**src/hw/rtl/hie_pkg.sv**
```systemverilog
// Shared constants and types for the Hilbert index encoder.
package hie_pkg;

   localparam int COORD_W        = 32;
   localparam int INDEX_W        = 64;
   localparam int DIMS_W         = 2;
   localparam int REFL_W         = 2;
   localparam int DEF_COORD_BITS = 32;
   localparam int DEF_MAX_DIMS   = 2;
   localparam int CSR_ADDR_W     = 3;
   localparam int CSR_DATA_W     = 32;

   localparam logic [DIMS_W-1:0] DIMS_RESET = 2'd2;

   // Register word index taken from the byte address.
   localparam logic REG_DIMS_USED = 1'b0;

   // Per-level walk state handed from one cell to the next.
   typedef struct packed {
      logic              valid;
      logic [REFL_W-1:0] refl;
      logic              rot;
   } ctl_type;

endpackage

```
**src/hw/rtl/hilbert_index_encoder.sv**
```systemverilog
// Top level of the Hilbert index encoder: cell chain, result stage and register port.
// The encoder takes one point per clock while req_stall is low and registers it in each
// cell. Each bit level of the coordinates has its own cell in a chain of COORD_BITS cells;
// the reflection and rotation state walks down the chain with the point, and a final stage
// applies the marker mask and the Gray-to-binary conversion into the result register. A
// one-beat skid register behind the result register takes one more point while a result is
// stalled; req_stall comes straight from that skid register. dims_used (1 or 2, reset 2) is
// written at byte address 0 and must only change while no point is in flight.
module hilbert_index_encoder #(
   parameter int COORD_BITS = hie_pkg::DEF_COORD_BITS,
   parameter int MAX_DIMS   = hie_pkg::DEF_MAX_DIMS
) (
   input  logic                           clock,
   input  logic                           reset,
   input  logic                           req_valid,
   output logic                           req_stall,
   input  logic [hie_pkg::COORD_W-1:0]    req_coord_0,
   input  logic [hie_pkg::COORD_W-1:0]    req_coord_1,
   output logic                           rsp_valid,
   input  logic                           rsp_stall,
   output logic [hie_pkg::INDEX_W-1:0]    rsp_hilbert_index,
   input  logic                           csr_psel,
   input  logic                           csr_penable,
   input  logic                           csr_pwrite,
   input  logic [hie_pkg::CSR_ADDR_W-1:0] csr_paddr,
   input  logic [hie_pkg::CSR_DATA_W-1:0] csr_pwdata,
   output logic [hie_pkg::CSR_DATA_W-1:0] csr_prdata,
   output logic                           csr_pready
);

   localparam int IDX_W = MAX_DIMS * COORD_BITS;

   logic [hie_pkg::DIMS_W-1:0] dims_ff;
   logic                       two;
   logic                       adv;

   hie_pkg::ctl_type      ctl   [0:COORD_BITS];
   logic [COORD_BITS-1:0] c0    [0:COORD_BITS];
   logic [COORD_BITS-1:0] c1    [0:COORD_BITS];
   logic [IDX_W-1:0]      idx   [0:COORD_BITS];

   logic [hie_pkg::INDEX_W-1:0] fin_idx;
   logic                        out_valid_ff, out_valid_in;
   logic [hie_pkg::INDEX_W-1:0] out_idx_ff, out_idx_in;
   logic                        skid_valid_ff, skid_valid_in;
   logic [hie_pkg::INDEX_W-1:0] skid_idx_ff, skid_idx_in;
   logic                        out_take;

   // Register port.
   always_ff @(posedge clock) begin
      if (reset) begin
         dims_ff <= hie_pkg::DIMS_RESET;
      end else if (csr_psel && csr_penable && csr_pwrite && csr_pready &&
                   (csr_paddr[2] == hie_pkg::REG_DIMS_USED)) begin
         dims_ff <= csr_pwdata[hie_pkg::DIMS_W-1:0];
      end
   end

   assign csr_pready = 1'b1;
   assign csr_prdata = (csr_paddr[2] == hie_pkg::REG_DIMS_USED) ?
                       hie_pkg::CSR_DATA_W'(dims_ff) : '0;

   // A zero count acts as one dimension and a count above MAX_DIMS as MAX_DIMS.
   assign two = (MAX_DIMS >= 2) && (dims_ff >= 2'd2);

   assign adv       = ~skid_valid_ff;
   assign req_stall = skid_valid_ff;

   assign ctl[0] = hie_pkg::ctl_type'{valid: req_valid, refl: '0, rot: 1'b0};
   assign c0[0]  = req_coord_0[COORD_BITS-1:0];
   assign c1[0]  = req_coord_1[COORD_BITS-1:0];
   assign idx[0] = '0;

   // Cell k handles bit level COORD_BITS-1-k, most significant level first.
   for (genvar k = 0; k < COORD_BITS; k++) begin : g_cell
      hie_cell #(
         .LEVEL      (COORD_BITS - 1 - k),
         .COORD_BITS (COORD_BITS),
         .IDX_W      (IDX_W)
      ) u_cell (
         .clock    (clock),
         .reset    (reset),
         .adv      (adv),
         .two      (two),
         .ctl_i    (ctl[k]),
         .coord0_i (c0[k]),
         .coord1_i (c1[k]),
         .idx_i    (idx[k]),
         .ctl_o    (ctl[k+1]),
         .coord0_o (c0[k+1]),
         .coord1_o (c1[k+1]),
         .idx_o    (idx[k+1])
      );
   end

   hie_finish #(
      .COORD_BITS (COORD_BITS),
      .IDX_W      (IDX_W)
   ) u_finish (
      .two     (two),
      .idx_i   (idx[COORD_BITS]),
      .index_o (fin_idx)
   );

   // Result register with a one-beat skid behind it.
   assign out_take = out_valid_ff & ~rsp_stall;

   always_comb begin
      out_valid_in  = out_valid_ff;
      out_idx_in    = out_idx_ff;
      skid_valid_in = skid_valid_ff;
      skid_idx_in   = skid_idx_ff;
      if (skid_valid_ff) begin
         if (out_take) begin
            out_valid_in  = 1'b1;
            out_idx_in    = skid_idx_ff;
            skid_valid_in = 1'b0;
         end
      end else if (ctl[COORD_BITS].valid) begin
         if (!out_valid_ff || out_take) begin
            out_valid_in = 1'b1;
            out_idx_in   = fin_idx;
         end else begin
            skid_valid_in = 1'b1;
            skid_idx_in   = fin_idx;
         end
      end else if (out_take) begin
         out_valid_in = 1'b0;
      end
   end

   always_ff @(posedge clock) begin
      if (reset) begin
         out_valid_ff  <= 1'b0;
         skid_valid_ff <= 1'b0;
      end else begin
         out_valid_ff  <= out_valid_in;
         skid_valid_ff <= skid_valid_in;
      end
   end

   always_ff @(posedge clock) begin
      out_idx_ff  <= out_idx_in;
      skid_idx_ff <= skid_idx_in;
   end

   assign rsp_valid         = out_valid_ff;
   assign rsp_hilbert_index = out_idx_ff;

   // The skid register only fills behind a waiting result.
   a_skid_behind_out: assert property (@(posedge clock) disable iff (reset)
      skid_valid_ff |-> out_valid_ff)
      else $error("skid register holds a beat while the result register is empty");

   a_skid_catches: assert property (@(posedge clock) disable iff (reset)
      (out_valid_ff && rsp_stall && !skid_valid_ff && ctl[COORD_BITS].valid) |=> skid_valid_ff)
      else $error("finished beat was not caught by the skid register");

   a_skid_holds: assert property (@(posedge clock) disable iff (reset)
      (skid_valid_ff && rsp_stall) |=> (skid_valid_ff && $stable(skid_idx_ff)))
      else $error("skid register lost or changed its beat while stalled");

   a_chain_frozen: assert property (@(posedge clock) disable iff (reset)
      skid_valid_ff |=> $stable(ctl[COORD_BITS]))
      else $error("cell chain moved while the skid register was full");

endmodule

```
**src/hw/rtl/hie_cell.sv**
```systemverilog
// One bit level of the Hilbert walk: gathers coordinate bits, places index bits, updates state.
module hie_cell #(
   parameter int LEVEL      = 0,
   parameter int COORD_BITS = hie_pkg::DEF_COORD_BITS,
   parameter int IDX_W      = hie_pkg::DEF_MAX_DIMS * hie_pkg::DEF_COORD_BITS
) (
   input  logic                  clock,
   input  logic                  reset,
   input  logic                  adv,
   input  logic                  two,
   input  hie_pkg::ctl_type      ctl_i,
   input  logic [COORD_BITS-1:0] coord0_i,
   input  logic [COORD_BITS-1:0] coord1_i,
   input  logic [IDX_W-1:0]      idx_i,
   output hie_pkg::ctl_type      ctl_o,
   output logic [COORD_BITS-1:0] coord0_o,
   output logic [COORD_BITS-1:0] coord1_o,
   output logic [IDX_W-1:0]      idx_o
);

   hie_pkg::ctl_type              ctl_ff, ctl_in;
   logic [COORD_BITS-1:0]         coord0_ff, coord1_ff;
   logic [IDX_W-1:0]              idx_ff, idx_in;
   logic [hie_pkg::REFL_W-1:0]    new_refl, bits, rbits;
   logic [IDX_W-1:0]              placed;

   always_comb begin
      new_refl = {two & coord1_i[LEVEL], coord0_i[LEVEL]};
      bits     = ctl_i.refl ^ new_refl;
      // With two dimensions a rotation of one swaps the pair of bits.
      rbits    = (two && ctl_i.rot) ? {bits[0], bits[1]} : bits;
      if (two) begin
         placed = IDX_W'(rbits) << (2 * LEVEL);
      end else begin
         placed = IDX_W'(rbits) << LEVEL;
      end
      idx_in       = idx_i | placed;
      ctl_in.valid = ctl_i.valid;
      ctl_in.refl  = new_refl ^ (ctl_i.rot ? 2'b10 : 2'b01);
      // The rotation steps by one, plus one more when the low bit is set, modulo two.
      ctl_in.rot   = two & (ctl_i.rot ^ ~rbits[0]);
   end

   always_ff @(posedge clock) begin
      if (reset) begin
         ctl_ff <= '0;
      end else if (adv) begin
         ctl_ff <= ctl_in;
      end
   end

   always_ff @(posedge clock) begin
      if (adv) begin
         coord0_ff <= coord0_i;
         coord1_ff <= coord1_i;
         idx_ff    <= idx_in;
      end
   end

   assign ctl_o    = ctl_ff;
   assign coord0_o = coord0_ff;
   assign coord1_o = coord1_ff;
   assign idx_o    = idx_ff;

endmodule

```
**src/hw/rtl/hie_finish.sv**
```systemverilog
// Final step of the encoder: marker mask and Gray-to-binary prefix XOR.
module hie_finish #(
   parameter int COORD_BITS = hie_pkg::DEF_COORD_BITS,
   parameter int IDX_W      = hie_pkg::DEF_MAX_DIMS * hie_pkg::DEF_COORD_BITS
) (
   input  logic                        two,
   input  logic [IDX_W-1:0]            idx_i,
   output logic [hie_pkg::INDEX_W-1:0] index_o
);

   // Lower-group marker: every dims-th bit below the top group, shifted down by one.
   function automatic logic [hie_pkg::INDEX_W-1:0] marker_mask(input int cbits,
                                                               input bit dual);
      logic [hie_pkg::INDEX_W-1:0] m;
      m = '0;
      for (int i = 0; i < hie_pkg::INDEX_W; i++) begin
         if (dual) begin
            m[i] = ((i & 1) == 1) && (i < 2 * cbits - 2);
         end else begin
            m[i] = (i < cbits - 1);
         end
      end
      return m;
   endfunction

   localparam logic [hie_pkg::INDEX_W-1:0] MARK_ONE = marker_mask(COORD_BITS, 1'b0);
   localparam logic [hie_pkg::INDEX_W-1:0] MARK_TWO = marker_mask(COORD_BITS, 1'b1);

   logic [hie_pkg::INDEX_W-1:0] g;

   always_comb begin
      g = hie_pkg::INDEX_W'(idx_i) ^ (two ? MARK_TWO : MARK_ONE);
      for (int s = 1; s < hie_pkg::INDEX_W; s = s * 2) begin
         g = g ^ (g >> s);
      end
      index_o = g;
   end

endmodule

```
**config.mk**
```make
export PLATFORM = sky130hd
export DESIGN_NAME = hilbert_index_encoder
export DESIGN_NICKNAME = d
export VERILOG_FILES = /design/src/hw/rtl/hie_pkg.sv /design/src/hw/rtl/hilbert_index_encoder.sv /design/src/hw/rtl/hie_cell.sv /design/src/hw/rtl/hie_finish.sv
export SDC_FILE = /design/constraint.sdc
export NUM_CORES = 2
export LEC_CHECK = 0
export ABC_AREA = 1
export BUFFER_PORTS_ARGS = -buffer_cell sky130_fd_sc_hd__buf_2
export CAP_MARGIN = 40
export CORE_UTILIZATION = 25
export DETAILED_ROUTE_END_ITERATION = 16
export HOLD_SLACK_MARGIN = 0.15
export SLEW_MARGIN = 40
export SYNTH_ARGS = -nofsm -noshare
export SYNTH_HDL_FRONTEND = slang
export SYNTH_SLANG_ARGS = --single-unit
```
**constraint.sdc**
```tcl
create_clock -name clock -period 81.8 [get_ports clock]
set_input_delay 4.09 -clock clock [delete_from_list [all_inputs] [get_ports clock]]
set_output_delay 4.09 -clock clock [all_outputs]
set_load 0.02 [all_outputs]
```
# After elaboration in Yosys (flattened, before gate mapping)
# Index checks and enable logic that the tools add are counted.
[word_totals]
out_inout_bits = 99
inputBits = 106
word_cells = 574
register_bits = 3297
[op_classes]
muxes = 106
n_bitwise = 228
order_cmp = 1
n_reduce_logical = 42
eq_ne = 2
[ops]
columns = ["op", "n"]
rows = [
  ["64-bit bitwise OR", 30],
  ["64-bit 2-to-1 mux", 4],
  ["2-bit 2-to-1 mux", 62],
  ["62-bit 2-to-1 mux", 2],
  ["2-bit XOR", 61],
  ["1-bit AND", 64],
  ["64-bit by 2-bit bitwise OR with 64-bit output", 1],
  ["64-bit by 32-bit XOR with 64-bit output", 1],
  ["64-bit by 48-bit XOR with 64-bit output", 1],
  ["64-bit by 56-bit XOR with 64-bit output", 1],
  ["64-bit by 60-bit XOR with 64-bit output", 1],
  ["64-bit by 62-bit XOR with 64-bit output", 1],
  ["64-bit by 63-bit XOR with 64-bit output", 1],
  ["64-bit XOR", 1],
  ["60-bit 2-to-1 mux", 1],
  ["58-bit 2-to-1 mux", 1],
  ["56-bit 2-to-1 mux", 1],
  ["54-bit 2-to-1 mux", 1],
  ["52-bit 2-to-1 mux", 1],
  ["50-bit 2-to-1 mux", 1],
  ["48-bit 2-to-1 mux", 1],
  ["46-bit 2-to-1 mux", 1],
  ["44-bit 2-to-1 mux", 1],
  ["42-bit 2-to-1 mux", 1],
  ["other kinds (30)", 138],
]

# Longest topological paths before layout
[depth]
ltp_word = 12
mapped_depth = 21
depth_no_buf = 20

# Cells and area by module
# Synthesis repeated with hierarchy kept, for this count alone.
[hier_totals]
cells_unflattened = 7750
hier_area_um2 = 145554.6
[by_module_without_submodules]
columns = ["mod", "area_each_um2", "instances", "cells_each", "seq_area_each_um2"]
rows = [
  ["hie_cell at g_cell[0].u_cell ...", 4182.8, 30, 177, 3923.8],
  ["hie_finish", 6723.9, 1, 1689, 0.0],
  ["hilbert_index_encoder", 5101.1, 1, 406, 3923.8],
  ["hie_cell at g_cell[30].u_cell", 4135.2, 1, 175, 3923.8],
  ["hie_cell at g_cell[31].u_cell", 4111.4, 1, 170, 3923.8],
]

# Worst setup path before layout
# Ideal clock, no wire load.
[synth_path]
path_kind = "flip-flop to flip-flop"
from = "reg skid_valid_ff (netlist: req_stall)"
to = "reg g_cell[0].u_cell.coord0_ff[0] (enable)"
setup_time_ns = 1.697
required_ns = 80.103
setup_slack_ns = 52.919
path_buffers = 4
path_stages_with_launch = 6
arrival_ns = 27.184
synth_period_minus_slack_ns = 28.881
cell_sequence = "dfxtp_1 > clkbuf_1 > clkbuf_1 > inv_1 > clkbuf_1 > buf_2"
[synth_lines]
columns = ["item", "line_no", "source"]
rows = [
  ["start: declaration", "hilbert_index_encoder.sv:45", "logic skid_valid_ff, skid_valid_in;"],
  ["start signal: assignment", "hilbert_index_encoder.sv:138", "skid_valid_ff <= skid_valid_in;"],
  ["end signal: assignment", "hie_cell.sv:54", "coord0_ff <= coord0_i;"],
  ["end: declaration", "hie_cell.sv:22", "logic [COORD_BITS-1:0] coord0_ff, coord1_ff;"],
]
# No word-level cell between the ends.

# Final worst setup path
[layout_path]
from = "in csr_paddr[2] in the netlist's numbering"
to = "out csr_prdata[1] in the netlist's numbering"
[layout_via]
elab_chain_len = 1
[layout_lines]
columns = ["item", "line_no", "source"]
rows = [
  ["start: declaration", "hilbert_index_encoder.sv:25", "input logic [hie_pkg::CSR_ADDR_W-1:0] csr_paddr,"],
  ["2-bit 2-to-1 mux", "hilbert_index_encoder.sv:60", "assign csr_prdata = (csr_paddr[2] == hie_pkg::REG_DIMS_USED) ?"],
  ["end: declaration", "hilbert_index_encoder.sv:27", "output logic [hie_pkg::CSR_DATA_W-1:0] csr_prdata,"],
]
# Every way passes these cells.

==> flow_metrics.py <==
metrics = {
    "route": {
        "ant_nets": 0,
        "num_vias": 39384,
        "wire_per_inst_um": 11.6,
        "via_per_inst": 3.69,
        "first_pass_iters": 5,
        "wl_um": 124000,
        "drc": 0,
        "drt-initial-drc-count": 2880,
    },
    "yosys": {
        "synth-simple-area-share_pct": 9.27,
        "synth_area_um2": 89100,
        "ys.warnings.count": 0,
        "synth_top_area_share_pct": 82.5,
        "synth_area_leader_cell": "edfxtp_1",
        "netlist_instances": 5468,
        "ys_ff_latch": 2576,
        "yosysSeqAreaShare_pct": 85.4,
        "avgSynthCellArea_um2": 16.3,
        "synth_cell_type_count": 36,
        "synthMuxAreaShare_pct": 0.168,
        "synth_top_family_by_area": "simple AND/OR/NAND/NOR gates",
        "yosys-top-cells-area": "edfxtp_1 82%, nand2_1 6.5%, dfxtp_1 2.9%, nor2_1 0.94%, xor2_1 0.84%",
        "post_synth_xor_area_fraction_pct": 1.35,
        "synth_compound_gate_area_share_pct": 2.01,
        "synth-adder-area-share_pct": 0,
    },
    "cts": {
        "numCtsBuffers": 221,
        "insertion_delay_ns": 0.85,
        "postCtsSetupRepairBufs": 0,
        "path_clk_slew_ns": 0.06,
        "cts_root_buf": "clkbuf_16",
        "ctsHoldBuffers": 0,
        "clkSinkCount": 2576,
        "cts.path.max_buffers": 4,
        "cts_max_level": 4,
        "ctsResizeCount": 0,
        "cts_tree": "yes",
    },
    "finish": {
        "nNetsFinal": 5860,
        "n_fill_cell": 34790,
        "final_cell_mix": "2447 x edfxtp_1, 1542 x nand2_1, 224 x clkbuf_16",
        "areaGrowthSynthToFinish_pct": 15.1,
        "seqCellArea_um2": 76100,
        "multi_input_area_um2": 11500,
        "design_area_um2": 103000,
        "final_common_cell": "edfxtp_1",
        "drive_above_1_share_pct": 11.2,
        "fin_util_pct": 29.0,
    },
    "setup_path": {
        "cpMostUsedCell": "buf_2",
        "crit_chain": "buf_2 -> nor2_1 -> buf_2",
        "cpMaxStageDelayCell": "buf_2",
        "worstReg2RegStart": "req_stall",
        "cp_data_arrival_time_ns": 4.46,
        "worstSetupPathType": "primary input to output port",
        "critPathLaunchType": "primary input",
        "cpPeakStageDelay_ns": 0.17,
        "crit_required_ns": 77.71,
        "endpoint_kind": "output port",
        "startpoint": "csr_paddr[2]",
        "crit_fanout": 3,
    },
    "die": {
        "core_area_um2": 354000,
        "die_x_um": 599,
        "start_util_pct": 25.2,
        "io_pins": 205,
        "row_count": 218,
        "fp.dieH_um": 599,
        "die_area_um2": 359000,
    },
    "grt": {
        "grt_use_total_pct": 6.67,
        "grt_max_degree": 143,
        "grt_pass1_vias": 37554,
        "grt_overflow": 0,
        "antenna_found_initial": 8,
        "grt_pass1_wl_um": 197000,
    },
    "power": {
        "power_density_nw_per_um2": 31.5,
        "p_leak_nw": 39.2,
        "finalPower_mw": 3.23,
        "ir_drop_mv": 0.0172,
    },
    "sta": {
        "relSlewSlack_pct": 39.9,
        "worst_pin_slew_ns": 0.901,
        "fin_crit_sh_pct": 10.5,
        "hold_ws_ns": 0.365,
        "tns_ns": 0,
        "drv_slew": 0,
        "fin_skew_ns": 0.0900,
        "setup_viol": 0,
        "finalHoldViolations": 0,
        "min_period_ns": 8.55,
        "rsz0062_at_grt": "no",
        "max_clock_freq_mhz": 117,
    },
    "placed_design": {
        "place_congestion": 0.787,
        "port_buffers": 141,
        "placed_cell_area_um2": 95600,
        "hpwl_um": 74500,
    },
    "run": {
        "cap_violations": 0,
    },
    "hold_path": {
        "min_path_type": "flip-flop to flip-flop",
        "min_from": "g_cell[28].u_cell.idx_o[8]",
    },
    "run_status": {
        "run_status": "finished clean",
    },
}
[Yosys cell counts, drive strengths merged]
master,n
nor2,224
nand3b,3
a21oi,84
mux2i,15
a31oi,14
nand3,145
or2,2
xnor2,50
and3,1
o21ai,146
nand2b,1
o21bai,59
xor2,86
conb,2
o211ai,15
buf,71
inv,223
clkbuf,80
nand2,1653
edfxtp,2447
and2,14
nand4,4
dfxtp,129
[layer usage]
layer / vias to the layer above / global-route usage, % / part of all wire (%)
li1: 19889 / - / -
met1: 18491 / 9.29 / 49
met2: 755 / 10.4 / 44
met3: 247 / 1.45 / 4.8
met4: 2 / 2.02 / 2.7
met5: - / 0 / 0.011
[where the power goes]
group	internal [mW]	switching, mW
Combinational	0.143	0.352
Clock	0.552	0.439
Sequential	1.68	0.0573
Total	2.38	0.848
[final timing paths]
check	slack, ns	to	cells after the start
min	0.37	g_cell[29].u_cell.idx_o[8]	0
max reg2reg	77.08	g_cell[9].u_cell.coord1_o[4]	7
min reg2reg	0.37	g_cell[29].u_cell.idx_o[8]	0
max	73.25	csr_prdata[1]	3
[state kept, by name, indices dropped and copies added, names as in the netlist]
| name | count |
|---|---|
| req_stall | 1 |
| skid_idx_ff | 64 |
| g_cell.u_cell.coord1_o | 496 |
| g_cell.u_cell.coord0_o | 496 |
| rsp_hilbert_index | 64 |
| g_cell.u_cell.idx_o | 1327 |
| dims_ff | 2 |
| g_cell.u_cell.ctl_o | 125 |
| rsp_valid | 1 |
[through the flow]
step | cells | worst slack [ns]
finish | 10659 | 73.25
global placement | 10254 | 73.24
floorplan | 5498 | 52.92
global route | 10659 | 73.20
CTS | 10657 | 73.24
detailed placement | 10260 | 73.25
[cell type report]
type                            count  share of cell area [%]
Multi-Input combinational cell   2548                    11.3
Tap cell                         4730                    5.77
Sequential cell                  2576                    74.2
Clock buffer                      282                    5.78
Antenna cell                        1                 0.00244
Clock inverter                    115                   0.913
Timing Repair Buffer              184                    1.26
Inverter                          223                   0.831
[worst max-delay path, delay by kind of cell]
kind                   cells  cell delay (ns)
buffers and inverters      2             0.28
and+or+nand+nor            1             0.09
[cell families (layout without fill, tap and decap cells)]
kind of cell,count (synthesis),after routing
buffers and inverters,374,804
AND/OR/NAND/NOR,2047,2047
other,2,33
multiplexers,15,15
AO/OA/AOI/OAI,318,318
flip-flops,2576,2576
XOR/XNOR,136,136
(Power assumes the default switching activity.)
